### src/sv/mips_ex_pkg.sv
package mips_ex_pkg;

  localparam int unsigned DataW = 32;
  localparam int unsigned CodeW = 6;
  localparam int unsigned ShamtW = 5;

  // R-type function codes.
  localparam logic [CodeW-1:0] FN_SLL   = 6'h00;
  localparam logic [CodeW-1:0] FN_SRL   = 6'h02;
  localparam logic [CodeW-1:0] FN_SRA   = 6'h03;
  localparam logic [CodeW-1:0] FN_MFHI  = 6'h10;
  localparam logic [CodeW-1:0] FN_MFLO  = 6'h12;
  localparam logic [CodeW-1:0] FN_MULT  = 6'h18;
  localparam logic [CodeW-1:0] FN_MULTU = 6'h19;
  localparam logic [CodeW-1:0] FN_ADD   = 6'h20;
  localparam logic [CodeW-1:0] FN_ADDU  = 6'h21;
  localparam logic [CodeW-1:0] FN_SUB   = 6'h22;
  localparam logic [CodeW-1:0] FN_AND   = 6'h24;
  localparam logic [CodeW-1:0] FN_OR    = 6'h25;
  localparam logic [CodeW-1:0] FN_XOR   = 6'h26;
  localparam logic [CodeW-1:0] FN_NOR   = 6'h27;
  localparam logic [CodeW-1:0] FN_NAND  = 6'h28;
  localparam logic [CodeW-1:0] FN_SLT   = 6'h2A;

  // Primary opcodes.
  localparam logic [CodeW-1:0] OP_JAL   = 6'h03;
  localparam logic [CodeW-1:0] OP_ADDI  = 6'h08;
  localparam logic [CodeW-1:0] OP_ADDIU = 6'h09;
  localparam logic [CodeW-1:0] OP_SLTI  = 6'h0A;
  localparam logic [CodeW-1:0] OP_ANDI  = 6'h0C;
  localparam logic [CodeW-1:0] OP_ORI   = 6'h0D;
  localparam logic [CodeW-1:0] OP_NORI  = 6'h0E;
  localparam logic [CodeW-1:0] OP_LUI   = 6'h0F;
  localparam logic [CodeW-1:0] OP_LB    = 6'h20;
  localparam logic [CodeW-1:0] OP_LH    = 6'h21;
  localparam logic [CodeW-1:0] OP_LW    = 6'h23;
  localparam logic [CodeW-1:0] OP_LBU   = 6'h24;
  localparam logic [CodeW-1:0] OP_LHU   = 6'h25;
  localparam logic [CodeW-1:0] OP_SB    = 6'h28;
  localparam logic [CodeW-1:0] OP_SH    = 6'h29;
  localparam logic [CodeW-1:0] OP_SW    = 6'h2B;

  localparam logic [DataW-1:0] PcStep = 32'd4;

  typedef struct packed {
    logic mul_en;
    logic mul_signed;
    logic read_clr;
  } hilo_ctrl_t;

  typedef struct packed {
    logic [DataW-1:0] hi;
    logic [DataW-1:0] lo;
    logic             unread;
  } hilo_state_t;

endpackage

### src/sv/mips_ex_hilo.sv
module mips_ex_hilo (
  input  logic                                  clk_i,
  input  logic                                  rst_ni,
  input  logic                                  step_i,
  input  mips_ex_pkg::hilo_ctrl_t               ctrl_i,
  input  logic [mips_ex_pkg::DataW-1:0]         rs_value_i,
  input  logic [mips_ex_pkg::DataW-1:0]         rt_value_i,
  output mips_ex_pkg::hilo_state_t              state_o
);

  localparam int unsigned OpW = mips_ex_pkg::DataW + 1;
  localparam int unsigned ProdW = 2 * mips_ex_pkg::DataW;

  logic signed [OpW-1:0]   mul_a, mul_b;
  logic signed [2*OpW-1:0] prod_full;
  logic [ProdW-1:0]        prod;
  logic [mips_ex_pkg::DataW-1:0] hi_q, hi_d, lo_q, lo_d;
  logic unread_q, unread_d;

  // One 33x33 signed multiplier covers both forms: the extra top bit carries
  // the sign for mult and a zero for multu.
  assign mul_a = $signed({ctrl_i.mul_signed & rs_value_i[mips_ex_pkg::DataW-1], rs_value_i});
  assign mul_b = $signed({ctrl_i.mul_signed & rt_value_i[mips_ex_pkg::DataW-1], rt_value_i});
  assign prod_full = mul_a * mul_b;
  assign prod = prod_full[ProdW-1:0];

  always_comb begin
    hi_d = hi_q;
    lo_d = lo_q;
    unread_d = unread_q;
    if (step_i && ctrl_i.mul_en) begin
      hi_d = prod[ProdW-1:mips_ex_pkg::DataW];
      lo_d = prod[mips_ex_pkg::DataW-1:0];
      unread_d = 1'b1;
    end else if (step_i && ctrl_i.read_clr) begin
      unread_d = 1'b0;
    end
  end

  always_ff @(posedge clk_i or negedge rst_ni) begin
    if (!rst_ni) begin
      hi_q <= '0;
      lo_q <= '0;
      unread_q <= 1'b0;
    end else begin
      hi_q <= hi_d;
      lo_q <= lo_d;
      unread_q <= unread_d;
    end
  end

  assign state_o = '{hi: hi_q, lo: lo_q, unread: unread_q};

endmodule

### src/sv/mips_ex_alu.sv
module mips_ex_alu (
  input  logic                                  is_r_type_i,
  input  logic [mips_ex_pkg::CodeW-1:0]         opcode_i,
  input  logic [mips_ex_pkg::CodeW-1:0]         func_i,
  input  logic [mips_ex_pkg::DataW-1:0]         rs_value_i,
  input  logic [mips_ex_pkg::DataW-1:0]         rt_value_i,
  input  logic [mips_ex_pkg::DataW-1:0]         imm_i,
  input  logic [mips_ex_pkg::DataW-1:0]         pc_i,
  input  mips_ex_pkg::hilo_state_t              hilo_i,
  output mips_ex_pkg::hilo_ctrl_t               ctrl_o,
  output logic [mips_ex_pkg::DataW-1:0]         result_o,
  output logic                                  overflow_o,
  output logic                                  overwrite_hilo_o
);

  localparam int unsigned W = mips_ex_pkg::DataW;
  localparam int unsigned HalfW = W / 2;

  logic [W-1:0] a, b, im, z16;
  logic [mips_ex_pkg::ShamtW-1:0] sh;
  logic [W-1:0] sum_ab, diff_ab, sum_ai;
  logic ovf_ab, ovf_sub, ovf_ai;

  assign a = rs_value_i;
  assign b = rt_value_i;
  assign im = imm_i;
  assign sh = imm_i[mips_ex_pkg::ShamtW-1:0];
  assign z16 = {{(W-HalfW){1'b0}}, imm_i[HalfW-1:0]};

  assign sum_ab = a + b;
  assign diff_ab = a - b;
  assign sum_ai = a + im;
  assign ovf_ab = ~(a[W-1] ^ b[W-1]) & (a[W-1] ^ sum_ab[W-1]);
  assign ovf_sub = (a[W-1] ^ b[W-1]) & (a[W-1] ^ diff_ab[W-1]);
  assign ovf_ai = ~(a[W-1] ^ im[W-1]) & (a[W-1] ^ sum_ai[W-1]);

  always_comb begin
    result_o = '0;
    overflow_o = 1'b0;
    overwrite_hilo_o = 1'b0;
    ctrl_o = '0;
    if (is_r_type_i) begin
      case (func_i)
        mips_ex_pkg::FN_ADD: begin
          result_o = sum_ab;
          overflow_o = ovf_ab;
        end
        mips_ex_pkg::FN_ADDU: result_o = sum_ab;
        mips_ex_pkg::FN_SUB: begin
          result_o = diff_ab;
          overflow_o = ovf_sub;
        end
        mips_ex_pkg::FN_AND:  result_o = a & b;
        mips_ex_pkg::FN_OR:   result_o = a | b;
        mips_ex_pkg::FN_XOR:  result_o = a ^ b;
        mips_ex_pkg::FN_NOR:  result_o = ~(a | b);
        mips_ex_pkg::FN_NAND: result_o = ~(a & b);
        mips_ex_pkg::FN_SLT:  result_o = {{(W-1){1'b0}}, $signed(a) < $signed(b)};
        mips_ex_pkg::FN_SLL:  result_o = b << sh;
        mips_ex_pkg::FN_SRL:  result_o = b >> sh;
        mips_ex_pkg::FN_SRA:  result_o = $unsigned($signed(b) >>> sh);
        mips_ex_pkg::FN_MULT: begin
          ctrl_o.mul_en = 1'b1;
          ctrl_o.mul_signed = 1'b1;
          overwrite_hilo_o = hilo_i.unread;
        end
        mips_ex_pkg::FN_MULTU: begin
          ctrl_o.mul_en = 1'b1;
          overwrite_hilo_o = hilo_i.unread;
        end
        mips_ex_pkg::FN_MFHI: begin
          result_o = hilo_i.hi;
          ctrl_o.read_clr = 1'b1;
        end
        mips_ex_pkg::FN_MFLO: begin
          result_o = hilo_i.lo;
          ctrl_o.read_clr = 1'b1;
        end
        default: result_o = '0;
      endcase
    end else begin
      case (opcode_i)
        mips_ex_pkg::OP_ADDI,
        mips_ex_pkg::OP_LB, mips_ex_pkg::OP_LH, mips_ex_pkg::OP_LW,
        mips_ex_pkg::OP_LBU, mips_ex_pkg::OP_LHU, mips_ex_pkg::OP_SB,
        mips_ex_pkg::OP_SH, mips_ex_pkg::OP_SW: begin
          result_o = sum_ai;
          overflow_o = ovf_ai;
        end
        mips_ex_pkg::OP_ADDIU: result_o = sum_ai;
        mips_ex_pkg::OP_LUI:   result_o = {im[HalfW-1:0], {HalfW{1'b0}}};
        mips_ex_pkg::OP_ANDI:  result_o = a & z16;
        mips_ex_pkg::OP_ORI:   result_o = a | z16;
        mips_ex_pkg::OP_NORI:  result_o = ~(a | z16);
        mips_ex_pkg::OP_SLTI:  result_o = {{(W-1){1'b0}}, $signed(a) < $signed(im)};
        mips_ex_pkg::OP_JAL:   result_o = pc_i + mips_ex_pkg::PcStep;
        default: result_o = '0;
      endcase
    end
  end

endmodule

### src/sv/mips_execute_alu_hilo_core.sv
// Execute stage with ALU and HI/LO multiply unit.
// The result passes through the input register and then the result register before it is valid;
// a stalled result holds both registers.
// Throughput: 1 item per cycle while out_stall_i is low; the 33x33 multiplier feeds
// the HI/LO registers directly, so mfhi/mflo right after a multiply see the new product.
// Reset: asynchronous, active low; clears valids, HI, LO and the unread flag.
module mips_execute_alu_hilo_core (
  input  logic                          clk_i,
  input  logic                          rst_ni,
  input  logic                          in_valid_i,
  output logic                          in_stall_o,
  input  logic                          is_r_type_i,
  input  logic [mips_ex_pkg::CodeW-1:0] opcode_i,
  input  logic [mips_ex_pkg::CodeW-1:0] func_i,
  input  logic [mips_ex_pkg::DataW-1:0] rs_value_i,
  input  logic [mips_ex_pkg::DataW-1:0] rt_value_i,
  input  logic [mips_ex_pkg::DataW-1:0] imm_i,
  input  logic [mips_ex_pkg::DataW-1:0] pc_i,
  output logic                          out_valid_o,
  input  logic                          out_stall_i,
  output logic [mips_ex_pkg::DataW-1:0] result_o,
  output logic                          overflow_o,
  output logic                          overwrite_hilo_o
);

  logic in_valid_q;
  logic is_r_type_q;
  logic [mips_ex_pkg::CodeW-1:0] opcode_q, func_q;
  logic [mips_ex_pkg::DataW-1:0] rs_value_q, rt_value_q, imm_q, pc_q;

  logic out_valid_q;
  logic [mips_ex_pkg::DataW-1:0] result_q, result_d;
  logic overflow_q, overflow_d, overwrite_q, overwrite_d;

  logic out_load, step, in_load;
  mips_ex_pkg::hilo_ctrl_t  hilo_ctrl;
  mips_ex_pkg::hilo_state_t hilo_state;

  // The result register loads when it is empty or its item is being taken.
  assign out_load = !out_valid_q || !out_stall_i;
  assign step = in_valid_q && out_load;
  assign in_stall_o = in_valid_q && !out_load;
  assign in_load = in_valid_i && !in_stall_o;

  always_ff @(posedge clk_i or negedge rst_ni) begin
    if (!rst_ni) begin
      in_valid_q <= 1'b0;
      out_valid_q <= 1'b0;
    end else begin
      if (!in_stall_o) begin
        in_valid_q <= in_valid_i;
      end
      if (out_load) begin
        out_valid_q <= in_valid_q;
      end
    end
  end

  always_ff @(posedge clk_i) begin
    if (in_load) begin
      is_r_type_q <= is_r_type_i;
      opcode_q <= opcode_i;
      func_q <= func_i;
      rs_value_q <= rs_value_i;
      rt_value_q <= rt_value_i;
      imm_q <= imm_i;
      pc_q <= pc_i;
    end
    if (step) begin
      result_q <= result_d;
      overflow_q <= overflow_d;
      overwrite_q <= overwrite_d;
    end
  end

  mips_ex_alu u_alu (
    .is_r_type_i      (is_r_type_q),
    .opcode_i         (opcode_q),
    .func_i           (func_q),
    .rs_value_i       (rs_value_q),
    .rt_value_i       (rt_value_q),
    .imm_i            (imm_q),
    .pc_i             (pc_q),
    .hilo_i           (hilo_state),
    .ctrl_o           (hilo_ctrl),
    .result_o         (result_d),
    .overflow_o       (overflow_d),
    .overwrite_hilo_o (overwrite_d)
  );

  mips_ex_hilo u_hilo (
    .clk_i      (clk_i),
    .rst_ni     (rst_ni),
    .step_i     (step),
    .ctrl_i     (hilo_ctrl),
    .rs_value_i (rs_value_q),
    .rt_value_i (rt_value_q),
    .state_o    (hilo_state)
  );

  assign out_valid_o = out_valid_q;
  assign result_o = result_q;
  assign overflow_o = overflow_q;
  assign overwrite_hilo_o = overwrite_q;

endmodule
### config.mk
export PLATFORM = sky130hd
export DESIGN_NAME = mips_execute_alu_hilo_core
export DESIGN_NICKNAME = d
export VERILOG_FILES = /design/src/sv/mips_ex_pkg.sv /design/src/sv/mips_ex_hilo.sv /design/src/sv/mips_ex_alu.sv /design/src/sv/mips_execute_alu_hilo_core.sv
export SDC_FILE = /design/constraint.sdc
export NUM_CORES = 2
export LEC_CHECK = 0
export BUFFER_PORTS_ARGS = -buffer_cell sky130_fd_sc_hd__buf_4
export CAP_MARGIN = 20
export CORE_ASPECT_RATIO = 0.9
export CORE_UTILIZATION = 26
export DETAILED_ROUTE_END_ITERATION = 16
export PLACE_DENSITY_LB_ADDON = 0.25
export SETUP_SLACK_MARGIN = 0.5
export SYNTH_ARGS = -nofsm -noshare
export SYNTH_HDL_FRONTEND = slang
export SYNTH_SLANG_ARGS = --single-unit
### constraint.sdc
create_clock -name clk_i -period 21.9 [get_ports clk_i]
set_input_delay 5.475 -clock clk_i [delete_from_list [all_inputs] [get_ports clk_i]]
set_output_delay 5.475 -clock clk_i [all_outputs]
set_load 0.02 [all_outputs]
==> flow_metrics.py <==
metrics = {
    "run_status": {
        "status": "completed",
    },
    "clocking": {
        "postCtsHoldBufs": 0,
        "cts_root_buffer": "clkbuf_16",
        "cts_tree": "done",
        "post_cts_buffers": 0,
        "cts_max_level": 1,
        "clk_latency_ns": 0.63,
        "cts_sinks": 242,
        "clockBufferDepth": 3,
        "cts_buffers": 27,
        "clk_pin_slew_worst_paths_ns": 0.07,
        "cts_resized": 0,
    },
    "route": {
        "highest_layer": "met5",
        "ant_nets": 0,
        "post-route-drc-count": 0,
        "drt-initial-drc-count": 5546,
        "vias_per_cell": 5.14,
        "vias": 49200,
        "routedWlPerCell_um": 26.8,
        "route.met2.wl_um": 112000,
        "firstDrtPassIters": 6,
        "met1_length_um": 112000,
        "dr_wl_met3_um": 23700,
        "totalWireLength_um": 257000,
    },
    "synth": {
        "synth_nets": 8253,
        "async_flop_share": 0.277,
        "synth_area_leaders": "fa_1 (39%), edfxtp_1 (9.0%), ha_1 (8.3%)",
        "netlist_area_um2": 58700,
        "yosys_warnings": 0,
        "syn_area_per_cell_um2": 8.90,
        "synthDominantCellAreaShare": 0.385,
        "yosysTopAreaCell": "fa_1",
        "synth-edff-count": 175,
        "yosysMostFrequentCell": "inv_1",
        "ys_top_cells_by_count": "inv_1 (1271), fa_1 (1128), nand2_1 (932)",
        "synth_cell_type_count": 90,
        "ys_seq_area_frac": 0.118,
        "ys.flop_type": "edfxtp_1",
        "ys_seq_elements": 242,
        "syn_inst": 6592,
    },
    "min_path": {
        "worstHoldStart": "u_hilo.unread_q",
        "worstHoldPathType": "register to register",
        "hold_path_end": "u_hilo.unread_q",
        "worstHoldPathCells": 2,
    },
    "global_routing": {
        "grt_pass1_vias": 50100,
        "grt_max_degree": 80,
        "overflow": 0,
        "grt_pass1_wl_um": 370000,
        "grt_antenna_before_repair": 23,
        "grt_usage": 0.226,
    },
    "sta": {
        "layout_worst_path_cycle_share": 0.521,
        "slew_headroom": 0.217,
        "worstMarginPinSlew_ns": 1.16,
        "setup_viol": 0,
        "hold_viol": 0,
        "max_freq_mhz": 87.7,
        "setup_tns_ns": 0,
        "slew_viol_final": 0,
        "fin_worst_skew_ns": 0.0211,
        "layout_setup_ws_ns": 10.50,
        "finalCriticalPeriod_ns": 11.40,
        "rsz0062_at_grt": "false",
    },
    "placed_design": {
        "gp_congestion": 0.966,
        "pre_cts_ws_ns": 10.50,
        "place_area_um2": 63500,
        "numPortBuffers": 180,
        "dp_hpwl_um": 201000,
    },
    "floorplanning": {
        "core_um2": 224000,
        "die_w_um": 503,
        "io_pins": 181,
        "die_area_um2": 227000,
        "start_util": 0.261,
        "num_rows": 165,
        "die_h_um": 453,
    },
    "layout": {
        "design_area_um2": 64500,
        "drive_gt1_frac": 0.0792,
        "area_growth_pct": 9.90,
        "nets": 8217,
    },
    "flow_run": {
        "drv_cap": 0,
    },
    "critical_path": {
        "critPathMaxFanout": 3,
        "crit_type": "input port to output port",
        "crit_required_ns": 16.43,
        "rr_startpoint": "func_q[2]",
        "ff2ff_setup_slack_ns": 11.75,
        "cp.arrival_ns": 5.93,
        "end_kind": "output port",
        "critPathLaunchType": "input port",
        "ff2ff_path_depth": 28,
        "crit-reg2reg-capture": "u_hilo.hi_q[26]",
    },
}
-- cell families after synthesis --
family                     after synthesis  synth area share
AOI/OAI and AO/OA                      982             0.112
and+or+nand+nor                       1821             0.129
xor gates and xnor gates               178            0.0266
DFF                                    242             0.118
buffers and inverters                 1715             0.111
adders and majority gates             1516             0.468
muxes                                  138            0.0358
-- stage by stage --
stage / utilization / hold WS [ns] / instances
3_3_place_gp: 0.283 / 0.465 / 9530
4_1_cts: 0.287 / 0.492 / 9581
3_5_place_dp: 0.283 / 0.476 / 9531
2_1_floorplan: - / 0.442 / 6592
5_1_grt: 0.287 / 0.503 / 9583
6_report: 0.287 / 0.491 / 9585
-- worst max-delay path, cell delays in order --
cell	delay, ns
buf_4	0.11
nand3_1	0.12
inv_1	0.06
buf_4	0.15
-- state kept, by name, summed over array words and instances, names as in the netlist --
signal	flops
func_q	6
imm_q	32
in_valid_q	1
is_r_type_q	1
opcode_q	6
out_valid_o	1
overflow_o	1
overwrite_hilo_o	1
pc_q	32
result_o	32
rs_value_q	32
rt_value_q	32
u_hilo.hi_q	32
u_hilo.lo_q	32
u_hilo.unread_q	1
-- worst max path at each step --
stage	from	endpoint	slack [ns]
final	out_stall_i	in_stall_o	10.50
after global routing	out_stall_i	in_stall_o	10.48
after CTS	out_stall_i	in_stall_o	10.50
after detailed placement	out_stall_i	in_stall_o	10.50
after global placement	out_stall_i	in_stall_o	10.48
after floorplan	out_stall_i	in_stall_o	10.70
-- placed cells by master, fill, tap and decap left out, types with 11 or more instances in the layout --
cell and count:
or3_1 18, a221oi_1 33, o21a_1 11, a21o_1 61, mux2_2 11, o22ai_1 53, nand3_1 45, nor4_1 40
buf_4 352, xor2_1 55, a211o_1 15, o31ai_1 14, o221ai_1 34, a31oi_1 25, ha_1 388, a221o_1 19
fa_1 1128, nor3_1 50, and2_1 15, a22oi_1 25, nand2b_1 32, mux2i_1 71, clkbuf_16 27, and3_1 16
a211oi_1 59, inv_1 1271, inv_2 16, nor2_1 575, a21oi_1 220, nand4_1 33, nor2b_1 22, dfrtp_1 67
o211ai_1 41, nand2_1 931, o21ai_0 218, edfxtp_1 175, xnor2_1 123, o21bai_1 34, mux4_2 54
-- metal layers --
| metal | GRT usage | vias to the layer above |
|---|---|---|
| met1 | 0.324 | 25800 |
| met3 | 0.0428 | 365 |
| met4 | 0.0636 | 12 |
| met5 | 0 | - |
| met2 | 0.342 | 2303 |
| li1 | - | 20800 |
-- area by class of cell --
type / instances / area, um2
diodes: 2 / 5.00
clock buffers: 35 / 736
clock inverters: 15 / 190
fillers: 24000 / 160000
inverters: 1295 / 4860
multi-input cells: 4635 / 45300
flip-flops and latches: 242 / 6930
well taps: 3006 / 3760
repair buffers: 355 / 2720
Power is not shown: default switching activity piles up to over one toggle a cycle in this logic, so the estimate is an artifact.
